$ cat src/hw/rtl/assert_macros.svh
// Assertion helpers shared by the RTL.
`ifndef ASSERT_MACROS_SVH
`define ASSERT_MACROS_SVH

// Clocked assertion, held off while reset is low.
`define IRM_ASSERT(LABEL, PROP, MSG) \
  LABEL: assert property (@(posedge clk_i) disable iff (!rst_ni) PROP) else $error(MSG);

// Clocked assertion that also checks during reset.
`define IRM_ASSERT_ALWAYS(LABEL, PROP, MSG) \
  LABEL: assert property (@(posedge clk_i) PROP) else $error(MSG);

`endif

$ cat src/hw/rtl/irm_pkg.sv
package irm_pkg;

  localparam int KEY_BITS    = 16;
  localparam int VALUE_BITS  = 8;
  localparam int TABLE_DEPTH = 32;

  typedef logic [KEY_BITS-1:0]   key_t;
  typedef logic [VALUE_BITS-1:0] value_t;
  typedef logic [1:0]            status_t;

  localparam status_t STATUS_DONE  = 2'd0;
  localparam status_t STATUS_FULL  = 2'd1;
  localparam status_t STATUS_EMPTY = 2'd2;

  localparam logic CMD_ASSIGN = 1'b0;
  localparam logic CMD_LOOKUP = 1'b1;

  typedef struct packed {
    logic                       cmd;
    logic signed [KEY_BITS-1:0] range_start;
    logic signed [KEY_BITS-1:0] range_stop;
    value_t                     new_value;
    logic signed [KEY_BITS-1:0] query_key;
  } in_item_t;

  typedef struct packed {
    value_t  found_value;
    status_t status;
  } out_item_t;

  // One breakpoint; key kept in offset-binary order.
  typedef struct packed {
    key_t   key;
    value_t value;
  } entry_t;

  // Shift enables for the two breakpoint banks.
  typedef struct packed {
    logic shift_a;
    logic shift_b;
  } chain_ctl_t;

  typedef enum logic [1:0] {
    ST_IDLE,
    ST_SCAN,
    ST_DONE
  } state_e;

  // Flip the sign bit so unsigned compare follows signed order.
  function automatic key_t key_order(input logic [KEY_BITS-1:0] raw);
    key_order = {~raw[KEY_BITS-1], raw[KEY_BITS-2:0]};
  endfunction

endpackage

$ cat src/hw/rtl/irm_cell.sv
module irm_cell (
  input  logic                clk_i,
  input  irm_pkg::chain_ctl_t ctl_i,
  input  irm_pkg::entry_t     up_a_i,
  input  irm_pkg::entry_t     up_b_i,
  output irm_pkg::entry_t     a_o,
  output irm_pkg::entry_t     b_o
);

  irm_pkg::entry_t a_q;
  irm_pkg::entry_t b_q;

  always_ff @(posedge clk_i) begin
    if (ctl_i.shift_a) begin
      a_q <= up_a_i;
    end
    if (ctl_i.shift_b) begin
      b_q <= up_b_i;
    end
  end

  assign a_o = a_q;
  assign b_o = b_q;

endmodule

$ cat src/hw/rtl/irm_ctrl.sv
module irm_ctrl #(
  parameter int TABLE_DEPTH = irm_pkg::TABLE_DEPTH
) (
  input  logic                 clk_i,
  input  logic                 rst_ni,
  input  logic                 in_valid_i,
  output logic                 in_stall_o,
  input  irm_pkg::in_item_t    in_item_i,
  output logic                 out_valid_o,
  input  logic                 out_stall_i,
  output irm_pkg::out_item_t   out_item_o,
  input  logic                 cfg_valid_i,
  input  irm_pkg::value_t      cfg_wdata_i,
  input  irm_pkg::entry_t      head_a_i,
  input  irm_pkg::entry_t      head_b_i,
  output irm_pkg::chain_ctl_t  ctl_o,
  output irm_pkg::entry_t      tail_a_o,
  output irm_pkg::entry_t      tail_b_o
);

  localparam int CW = $clog2(TABLE_DEPTH + 1);
  localparam logic [CW-1:0] DEPTH_C = CW'(TABLE_DEPTH);

  irm_pkg::state_e state_q, state_d;

  irm_pkg::value_t init_q, floor_q, base;
  logic            floor_ov_q, sel_q;
  logic [CW-1:0]   used_q, src_cnt_q, dst_cnt_q, m_q;
  logic            s_done_q, e_done_q, lookup_q, ovf_q;
  irm_pkg::key_t   s_q, e_q;
  irm_pkg::value_t v_q, cur_q, prev_q;
  irm_pkg::out_item_t res_q, out_q;
  logic            out_valid_q;

  irm_pkg::key_t   s_in, e_in, q_in;
  logic            acc, is_lookup, empty;

  irm_pkg::entry_t head, cand;
  irm_pkg::value_t cur_d;
  logic            live, pop, cand_v, fin, keep, full, push;
  logic            s_done_d, e_done_d;
  logic            scanning, scan_end, load_out, commit;

  assign base      = floor_ov_q ? floor_q : init_q;
  assign s_in      = irm_pkg::key_order(in_item_i.range_start);
  assign e_in      = irm_pkg::key_order(in_item_i.range_stop);
  assign q_in      = irm_pkg::key_order(in_item_i.query_key);
  assign is_lookup = in_item_i.cmd == irm_pkg::CMD_LOOKUP;
  assign empty     = !is_lookup && (s_in >= e_in);

  // Stream step: one candidate breakpoint per cycle from the source head or an insert.
  always_comb begin
    head     = sel_q ? head_b_i : head_a_i;
    live     = src_cnt_q < used_q;
    pop      = 1'b0;
    cand_v   = 1'b0;
    cand     = head;
    cur_d    = cur_q;
    s_done_d = s_done_q;
    e_done_d = e_done_q;
    fin      = 1'b0;
    if (live && head.key < s_q) begin
      pop    = 1'b1;
      cand_v = 1'b1;
      cur_d  = head.value;
    end else if (!s_done_q) begin
      s_done_d = 1'b1;
      if (s_q != '0) begin
        cand_v = 1'b1;
        cand   = '{key: s_q, value: v_q};
      end
    end else if (live && head.key <= e_q) begin
      pop   = 1'b1;
      cur_d = head.value;
    end else if (!e_done_q) begin
      e_done_d = 1'b1;
      cand_v   = 1'b1;
      cand     = '{key: e_q, value: cur_q};
    end else if (live) begin
      pop    = 1'b1;
      cand_v = 1'b1;
    end else begin
      fin = 1'b1;
      pop = src_cnt_q != DEPTH_C;
    end
    full = dst_cnt_q == DEPTH_C;
    keep = cand_v && !lookup_q && (cand.value != prev_q);
    push = !full && (keep || (fin && !lookup_q));
  end

  // Next state.
  always_comb begin
    state_d = state_q;
    case (state_q)
      irm_pkg::ST_IDLE: begin
        if (in_valid_i) begin
          state_d = empty ? irm_pkg::ST_DONE : irm_pkg::ST_SCAN;
        end
      end
      irm_pkg::ST_SCAN: begin
        if (scan_end) begin
          state_d = irm_pkg::ST_DONE;
        end
      end
      irm_pkg::ST_DONE: begin
        if (!out_valid_q || !out_stall_i) begin
          state_d = irm_pkg::ST_IDLE;
        end
      end
      default: state_d = irm_pkg::ST_IDLE;
    endcase
  end

  // Outputs of the state machine.
  always_comb begin
    acc      = 1'b0;
    scanning = 1'b0;
    load_out = 1'b0;
    case (state_q)
      irm_pkg::ST_IDLE: acc      = in_valid_i;
      irm_pkg::ST_SCAN: scanning = 1'b1;
      irm_pkg::ST_DONE: load_out = !out_valid_q || !out_stall_i;
      default: ;
    endcase
    scan_end = scanning && fin && (src_cnt_q == DEPTH_C) && (lookup_q || full);
    commit   = scan_end && !lookup_q && !ovf_q;
  end

  assign in_stall_o = state_q != irm_pkg::ST_IDLE;

  always_comb begin
    ctl_o.shift_a = scanning && (sel_q ? push : pop);
    ctl_o.shift_b = scanning && (sel_q ? pop : push);
    tail_a_o      = sel_q ? cand : head;
    tail_b_o      = sel_q ? head : cand;
  end

  always_ff @(posedge clk_i or negedge rst_ni) begin
    if (!rst_ni) begin
      state_q     <= irm_pkg::ST_IDLE;
      init_q      <= '0;
      floor_q     <= '0;
      floor_ov_q  <= 1'b0;
      sel_q       <= 1'b0;
      used_q      <= '0;
      src_cnt_q   <= '0;
      dst_cnt_q   <= '0;
      m_q         <= '0;
      s_done_q    <= 1'b0;
      e_done_q    <= 1'b0;
      lookup_q    <= 1'b0;
      ovf_q       <= 1'b0;
      out_valid_q <= 1'b0;
    end else begin
      state_q <= state_d;
      if (cfg_valid_i) begin
        init_q <= cfg_wdata_i;
      end
      if (acc) begin
        lookup_q  <= is_lookup;
        s_done_q  <= is_lookup;
        e_done_q  <= is_lookup;
        src_cnt_q <= '0;
        dst_cnt_q <= '0;
        m_q       <= '0;
        ovf_q     <= 1'b0;
      end else if (scanning) begin
        s_done_q <= s_done_d;
        e_done_q <= e_done_d;
        if (pop) begin
          src_cnt_q <= src_cnt_q + CW'(1);
        end
        if (push) begin
          dst_cnt_q <= dst_cnt_q + CW'(1);
        end
        if (keep && !full) begin
          m_q <= m_q + CW'(1);
        end
        if (keep && full) begin
          ovf_q <= 1'b1;
        end
      end
      if (commit) begin
        sel_q  <= ~sel_q;
        used_q <= m_q;
        if (s_q == '0) begin
          floor_q    <= v_q;
          floor_ov_q <= 1'b1;
        end
      end
      if (load_out) begin
        out_valid_q <= 1'b1;
      end else if (!out_stall_i) begin
        out_valid_q <= 1'b0;
      end
    end
  end

  always_ff @(posedge clk_i) begin
    if (acc) begin
      s_q    <= is_lookup ? '0 : s_in;
      e_q    <= is_lookup ? q_in : e_in;
      v_q    <= in_item_i.new_value;
      cur_q  <= base;
      prev_q <= (!is_lookup && s_in == '0) ? in_item_i.new_value : base;
      res_q  <= '{found_value: '0, status: irm_pkg::STATUS_EMPTY};
    end else if (scanning) begin
      cur_q <= cur_d;
      if (keep) begin
        prev_q <= cand.value;
      end
      if (scan_end) begin
        res_q.found_value <= lookup_q ? cur_q : '0;
        res_q.status      <= (!lookup_q && ovf_q) ? irm_pkg::STATUS_FULL
                                                  : irm_pkg::STATUS_DONE;
      end
    end
    if (load_out) begin
      out_q <= res_q;
    end
  end

  assign out_valid_o = out_valid_q;
  assign out_item_o  = out_q;

endmodule

$ cat src/hw/rtl/interval_range_map.sv
// Channel  | Direction | Handshake               | Payload
// in       | input     | in_valid_i / in_stall_o  | in_item_i  (irm_pkg::in_item_t)
// out      | output    | out_valid_o / out_stall_i| out_item_o (irm_pkg::out_item_t)
// cfg      | input     | cfg_valid_i / cfg_ready_o| cfg_wdata_i (initial value)
//
// A lookup rotates the breakpoints once through cell 0 of the source chain. An
// assign does the same, and the rebuilt bank is padded until TABLE_DEPTH entries
// have shifted in, so a merge that shrinks a full table still waits for the padding.
// An empty interval skips the scan. Reset clears the table count, base value and
// handshake state; breakpoint cells hold garbage until written.
// One item is in flight; a finished result waits in the output register while
// the next item is already taken, and a stalled result holds the next one back.
`include "assert_macros.svh"

module interval_range_map #(
  parameter int TABLE_DEPTH = irm_pkg::TABLE_DEPTH
) (
  input  logic               clk_i,
  input  logic               rst_ni,
  input  logic               in_valid_i,
  output logic               in_stall_o,
  input  irm_pkg::in_item_t  in_item_i,
  output logic               out_valid_o,
  input  logic               out_stall_i,
  output irm_pkg::out_item_t out_item_o,
  input  logic               cfg_valid_i,
  output logic               cfg_ready_o,
  input  irm_pkg::value_t    cfg_wdata_i
);

  // Two banks of breakpoint cells. One holds the live table and rotates
  // through cell 0 during a scan; the other takes the rebuilt table at its
  // tail. A successful assign swaps their roles.
  irm_pkg::chain_ctl_t ctl;
  irm_pkg::entry_t     tail_a, tail_b;
  irm_pkg::entry_t     a_w [TABLE_DEPTH];
  irm_pkg::entry_t     b_w [TABLE_DEPTH];

  // The register write is always taken.
  assign cfg_ready_o = 1'b1;

  irm_ctrl #(
    .TABLE_DEPTH(TABLE_DEPTH)
  ) u_ctrl (
    .clk_i       (clk_i),
    .rst_ni      (rst_ni),
    .in_valid_i  (in_valid_i),
    .in_stall_o  (in_stall_o),
    .in_item_i   (in_item_i),
    .out_valid_o (out_valid_o),
    .out_stall_i (out_stall_i),
    .out_item_o  (out_item_o),
    .cfg_valid_i (cfg_valid_i),
    .cfg_wdata_i (cfg_wdata_i),
    .head_a_i    (a_w[0]),
    .head_b_i    (b_w[0]),
    .ctl_o       (ctl),
    .tail_a_o    (tail_a),
    .tail_b_o    (tail_b)
  );

  // Each cell loads from its upper neighbor; the top cell loads the tail.
  for (genvar i = 0; i < TABLE_DEPTH; i++) begin : g_cell
    if (i == TABLE_DEPTH - 1) begin : g_top
      irm_cell u_cell (
        .clk_i  (clk_i),
        .ctl_i  (ctl),
        .up_a_i (tail_a),
        .up_b_i (tail_b),
        .a_o    (a_w[i]),
        .b_o    (b_w[i])
      );
    end else begin : g_mid
      irm_cell u_cell (
        .clk_i  (clk_i),
        .ctl_i  (ctl),
        .up_a_i (a_w[i+1]),
        .up_b_i (b_w[i+1]),
        .a_o    (a_w[i]),
        .b_o    (b_w[i])
      );
    end
  end

  // A transfer in always leaves the idle state, so the input side must stall next.
  `IRM_ASSERT(a_busy_after_transfer, in_valid_i && !in_stall_o |=> in_stall_o, "input not stalled after transfer")
  // Results with a status other than done carry a zero value.
  `IRM_ASSERT(a_assign_zero, out_valid_o && out_item_o.status != irm_pkg::STATUS_DONE |-> out_item_o.found_value == '0, "nonzero value with refusal status")
  // Status code three is never produced.
  `IRM_ASSERT(a_status_known, out_valid_o |-> out_item_o.status != 2'd3, "unknown status code")

endmodule

$ cat config.mk
export PLATFORM = sky130hd
export DESIGN_NAME = interval_range_map
export DESIGN_NICKNAME = d
export VERILOG_FILES = /design/src/hw/rtl/irm_pkg.sv /design/src/hw/rtl/irm_cell.sv /design/src/hw/rtl/irm_ctrl.sv /design/src/hw/rtl/interval_range_map.sv
export VERILOG_INCLUDE_DIRS = /design/src /design/src/hw/rtl
export SDC_FILE = /design/constraint.sdc
export NUM_CORES = 1
export LEC_CHECK = 0
export BUFFER_PORTS_ARGS = -buffer_cell sky130_fd_sc_hd__buf_4
export CAP_MARGIN = 10
export CORE_MARGIN = 2
export CORE_UTILIZATION = 30
export CTS_BUF_LIST = sky130_fd_sc_hd__clkbuf_4 sky130_fd_sc_hd__clkbuf_8
export DETAILED_ROUTE_END_ITERATION = 8
export HOLD_SLACK_MARGIN = 0.12
export PLACE_DENSITY = 0.55
export SLEW_MARGIN = 20
export SYNTH_ARGS = -nofsm -noshare
export SYNTH_HDL_FRONTEND = slang
export SYNTH_SLANG_ARGS = --single-unit
$ cat constraint.sdc
create_clock -name clk_i -period 35.6 [get_ports clk_i]
set_input_delay 0 -clock clk_i [delete_from_list [all_inputs] [get_ports clk_i]]
set_output_delay 0 -clock clk_i [all_outputs]
set_load 0.01 [all_outputs]
==> Yosys cells after proc, flatten, opt, wreduce, memory -nomap -nowiden <==
Cells that the tools add are included.
{ "totals": {"ff_bits": 1661, "inputBits": 70, "output_inout_bits": 13} }
{ "op_classes": {"magnitude_cmp": 4, "addsub": 3, "n_bitwise": 4, "eq_ne": 12, "reduce_logical": 52, "mux": 69} }
{ "ops": {"columns": ["cell", "count"], "rows": [
  ["$mux 24", 8],
  ["$mux 8", 11],
  ["$mux 6", 9],
  ["$mux 1", 35],
  ["$logic_not 16->1", 2],
  ["$add 6x1->6 const B", 3],
  ["$logic_and 1x1->1", 18],
  ["$ge 16x16->1", 1],
  ["$le 16x16->1", 1],
  ["$lt 16x16->1", 1],
  ["$mux 16", 1],
  ["$reduce_and 2->1", 8],
  ["$reduce_bool 16->1", 1],
  ["$reduce_bool 2->1", 8],
  ["$eq 6x6->1 const B", 2],
  ["$ne 2x1->1 const B", 5],
  ["$mux 2", 4],
  ["$ne 8x8->1", 1],
  ["$logic_not 1->1", 6],
  ["$lt 6x6->1", 1],
  ["$ne 6x6->1 const B", 1],
  ["$pmux 2 s3", 1],
  ["$reduce_and 3->1", 2],
  ["$reduce_bool 3->1", 2],
  ["7 further kinds", 12]
]} }

==> Longest topological paths before layout <==
{ "logic_depth": {"ltp_word": 13, "mapped_depth": 18} }

==> By module <==
Synthesis repeated with hierarchy kept, for this count alone.
{ "unflattened": {"hier_cells": 2470, "hier_area_um2": 54533.6} }
{ "by_module_without_submodules": {"columns": ["module", "n_inst", "cells_per_inst", "area_each_um2"], "rows": [
  ["irm_cell", 32, 48, 1441.4],
  ["irm_ctrl", 1, 932, 8398.1],
  ["interval_range_map", 1, 2, 11.3]
]} }

==> Worst setup path before layout <==
No wires, ideal clock.
{ "synth_path": {"kind": "reg2reg", "from": "register u_ctrl.sel_q", "to": "register g_cell[0].g_mid.u_cell.a_q (netlist bit g_cell[0].g_mid.u_cell.a_o[0]), enable pin", "t_arrival_ps": 13437, "setup_ps": 825, "n_path_buf": 3, "t_required_ps": 34775, "slack_ps": 21337, "synth_period_minus_slack_ps": 14263, "path_stages_with_launch": 18, "path_cell_list": "dfrtp_1 -> buf_4 -> clkbuf_1 -> buf_1 -> mux2_2 -> ha_1 -> and4_1 -> nand2_1 -> o311a_1 -> o311a_4 -> a2111oi_0 -> a32oi_1 -> a21boi_0 -> nor4b_2 -> nand4_2 -> a21oi_4 -> nor3_2 -> mux2_2"} }
{ "synth_rtl": {"columns": ["item", "line", "source"], "rows": [
  ["start: declaration", "irm_ctrl.sv:27", "logic floor_ov_q, sel_q;"],
  ["start signal: assignment", "irm_ctrl.sv:184", "sel_q <= ~sel_q;"],
  ["end signal: assignment", "irm_cell.sv:15", "a_q <= up_a_i;"],
  ["end: declaration", "irm_cell.sv:10", "irm_pkg::entry_t a_q;"]
]} }

==> flow_summary_export.csv <==
group,metric,value,unit
outcome,outcome,"completed",
yosys,synth_top_cells_by_area,"sky130_fd_sc_hd__edfxtp_1 88%, sky130_fd_sc_hd__dfrtp_1 2.2%, sky130_fd_sc_hd__ha_1 1.3%, sky130_fd_sc_hd__a21oi_1 0.85%, sky130_fd_sc_hd__mux2_2 0.80%",
setup_path,critical_path.startpoint_type,"register",
grt,antenna_found_initial,7,
sta,tns,0,ns
setup_path,critPathBufInv,3,
setup_path,worst_ep_arrival_time,9.55,ns
placed_design,gp_routability_congestion,0.841,
sta,finalSetupViolCount,0,
sta,slew_headroom,0.161,
yosys,synth-edff-count,1602,
cts,cts_num_sinks,1661,
cells_and_area,layout_common_cells,"1602 x sky130_fd_sc_hd__edfxtp_1, 300 x sky130_fd_sc_hd__clkbuf_8, 174 x sky130_fd_sc_hd__dlygate4sd3_1, 99 x sky130_fd_sc_hd__buf_4, 92 x sky130_fd_sc_hd__a21oi_1",
sta,final_number_of_hold_violating_endpoints,0,
job,drv.max_cap_violation_count,0,
placed_design,port_buffers,81,
cts,cts_htree_levels,5,
cts,clk_path_buf_depth,4,
routing,drt_iter0_markers,2324,
sta,finalCriticalPeriod,8.98,ns
routing,avgRoutedWirePerCell,16.1,um
sta,transition_at_the_pin_with_the_smallest_max_transition_slack,1.26,ns
yosys,synth.lib_cells_used.distinct,76,
yosys,synthesis.yosys.warnings,0,
setup_path,critical-path-slowest-cell,"sky130_fd_sc_hd__dfrtp_2",
yosys,synthesized_nets,2590,
cts,holdBufCountCts,175,
routing,drc_errors,0,
cts,post_cts.repair.setup_buffers,0,
cells_and_area,mostFrequentLayoutCell,"sky130_fd_sc_hd__edfxtp_1",
cts,number_of_buffers_added_by_the_clock_tree_synthesis_step,289,
yosys,synth.top_cell.area_share,0.881,
grt,largest_net_degree_at_the_start_of_global_routing,209,
setup_path,cpMostUsedCell,"sky130_fd_sc_hd__buf_4",
floorplan,coreArea,181000,sq um
grt,grt_first_pass_wirelength,138,mm
grt,via_count_of_the_first_global_routing_pass,23797,
floorplan,chipHeight,431,um
sta,drv_slew,0,
min_path,class_of_the_most_critical_hold_timing_path,"primary input to register",
sta,rsz0062_at_grt,"no",
yosys,yosysSeqAreaShare,0.908,
grt,overflow,0,
setup_path,cells_traversed_along_the_worst_timing_path,"mux2_2 -> ha_1 -> nand4_1 -> nor4_1 -> o21ai_1 -> nand2_1 -> a21oi_1 -> nor3_1 -> mux2_8 -> buf_4 -> buf_12 -> buf_4",
routing,routed-via-count,23477,
yosys,postSynthRegisterBits,1661,
floorplan,initial_core_util,0.302,
setup_path,critPathMaxFanout,167,
routing,avgViaCountPerCell,4.23,
yosys,synth_cells,2463,
setup_path,endpoint_kind,"register",
floorplan,dieArea,185000,sq um
sta,finClkSkew,0.0901,ns
cts,postCtsResizedCells,0,
sta,final.period_utilization,0.252,
cells_and_area,synthToLayoutAreaGrowth,20.0,%
routing,drtAntennaViolNets,0,
setup_path,critPathKind,"register to register",
routing,drt_wl_total,89.6,mm
yosys,ys_dominant_reg_cell,"sky130_fd_sc_hd__edfxtp_1",
cells_and_area,final_nets,3110,
floorplan,std_cell_rows,156,
yosys,synth_area_leader_cell,"sky130_fd_sc_hd__edfxtp_1",
floorplan,ioPinCount,83,
yosys,post_synthesis_cell_area,54600,sq um
routing,drt_pre_antenna_iters,5,
setup_path,critPathRequiredTime,36.17,ns
floorplan,width_of_the_die,431,um
cells_and_area,fraction_of_layout_instances_using_a_drive_strength_above_1,0.189,
placed_design,detailedPlacementHpwl,47.4,mm
yosys,synthesis.area_per_instance,22.2,sq um
sta,fmax,0.111,GHz
grt,track_usage,0.0960,
setup_path,worst_path_largest_cell_delay,0.92,ns
cts,clk-insertion-delay-late,0.96,ns
cts,clkTransAtPathRegs,0.07,ns
cts,tritoncts_clock_tree,"done",
cts,cts-root-buf,"sky130_fd_sc_hd__clkbuf_8",
yosys,async_reset_ff_frac,0.0295,
setup_path,cp_top_family,"simple AND/OR/NAND/NOR gates",
-- path summary, 6_finish.rpt --
check / cells past startpoint / slack [ns] / to / startpoint
max: 12 / 26.62 / g_cell[16].g_mid.u_cell.a_o[8] / u_ctrl.sel_q
min: 4 / 0.21 / u_ctrl.prev_q[6] / in_item_i[22]
max reg2reg: 12 / 26.62 / g_cell[16].g_mid.u_cell.a_o[8] / u_ctrl.sel_q
min reg2reg: 0 / 0.36 / g_cell[25].g_mid.u_cell.b_o[2] / g_cell[26].g_mid.u_cell.b_o[2]
max in group asynchronous: 5 / 34.59 / u_ctrl.dst_cnt_q[1] / rst_ni
min in group asynchronous: 5 / 0.65 / u_ctrl.init_q[5] / rst_ni
-- worst reg2reg max path, stage by stage (launching register included) --
cell and delay, ns:
sky130_fd_sc_hd__dfrtp_2 0.92, sky130_fd_sc_hd__mux2_2 0.47, sky130_fd_sc_hd__ha_1 0.32, sky130_fd_sc_hd__nand4_1 0.18
sky130_fd_sc_hd__nor4_1 0.91, sky130_fd_sc_hd__o21ai_1 0.43, sky130_fd_sc_hd__nand2_1 0.75, sky130_fd_sc_hd__a21oi_1 0.16
sky130_fd_sc_hd__nor3_1 0.88, sky130_fd_sc_hd__mux2_8 0.84, sky130_fd_sc_hd__buf_4 0.99, sky130_fd_sc_hd__buf_12 0.74
sky130_fd_sc_hd__buf_4 0.96
-- sequential cells by signal, indices dropped and copies added, names as in the netlist, 2 cells and up --
register and cells:
u_ctrl.v_q 8, u_ctrl.m_q 6, g_cell.g_top.u_cell.a_o 24, u_ctrl.res_q 10
u_ctrl.state_q 2, u_ctrl.s_q 16, u_ctrl.init_q 8, u_ctrl.out_item_o 10
u_ctrl.used_q 6, u_ctrl.prev_q 8, u_ctrl.cur_q 8, u_ctrl.dst_cnt_q 6
g_cell.g_mid.u_cell.a_o 744, u_ctrl.src_cnt_q 6, u_ctrl.e_q 16, g_cell.g_mid.u_cell.b_o 744
g_cell.g_top.u_cell.b_o 24, u_ctrl.floor_q 8
-- cell type report --
type	count	area [sq um]
antenna	2	5.00
clock buffer	391	4810
clock inverter	101	637
fill	16536	115000
inverter	72	270
multi-input combinational	678	4610
sequential	1661	49500
tap	2370	2970
timing repair buffer	281	2640
-- routing by layer --
layer  part of all wire  global-route usage
met3              0.046              0.0272
met2               0.46               0.141
met5                  0                   0
met1               0.45               0.128
met4              0.045              0.0537
-- Yosys cell counts, types with 5 or more instances --
master and count:
sky130_fd_sc_hd__mux2i_1 20, sky130_fd_sc_hd__o21ai_0 57, sky130_fd_sc_hd__inv_1 72, sky130_fd_sc_hd__xnor2_1 5, sky130_fd_sc_hd__xor2_1 6, sky130_fd_sc_hd__nor2_1 89, sky130_fd_sc_hd__edfxtp_1 1602, sky130_fd_sc_hd__dfrtp_1 49
sky130_fd_sc_hd__a21oi_1 93, sky130_fd_sc_hd__nand3_1 19, sky130_fd_sc_hd__a221oi_1 31, sky130_fd_sc_hd__nor4_1 10, sky130_fd_sc_hd__nor3_1 11, sky130_fd_sc_hd__dfxtp_1 10, sky130_fd_sc_hd__a31oi_1 6, sky130_fd_sc_hd__nand4_1 12
sky130_fd_sc_hd__or3_1 5, sky130_fd_sc_hd__a211oi_1 5, sky130_fd_sc_hd__a21o_1 13, sky130_fd_sc_hd__o211ai_1 12, sky130_fd_sc_hd__mux2_2 39, sky130_fd_sc_hd__a21boi_0 6, sky130_fd_sc_hd__clkbuf_1 43, sky130_fd_sc_hd__nand2_1 90
sky130_fd_sc_hd__nor2b_1 17, sky130_fd_sc_hd__nand2b_1 6, sky130_fd_sc_hd__ha_1 57
-- cell families (layout without fill, tap and decap cells) --
group	Yosys count	after routing	share of synthesized area
fa+ha+maj	57	57	0.0131
xor+xnor	11	11	0.00177
mux	61	61	0.0122
compound gates	265	265	0.0321
flops	1661	1661	0.908
buf+inv	124	845	0.00878
other cells	1	3	0.0000687
simple gates	283	283	0.0244
-- stage by stage --
| stage | std cells | cell area (sq um) | setup WS, ns | hold slack (ns) | util |
|---|---|---|---|---|---|
| after floorplan | 2463 | 54600 | 21.34 | -0.296 | - |
| after global placement | 4886 | 58200 | 26.90 | 0.129 | 0.322 |
| after detailed placement | 4886 | 58200 | 26.72 | 0.130 | 0.322 |
| after CTS | 5553 | 65400 | 26.71 | 0.124 | 0.362 |
| after global routing | 5555 | 65500 | 26.12 | 0.225 | 0.362 |
| final | 5556 | 65500 | 26.62 | 0.211 | 0.362 |
Power is not shown: default switching activity piles up to over one toggle a cycle in this logic, so the estimate is an artifact.
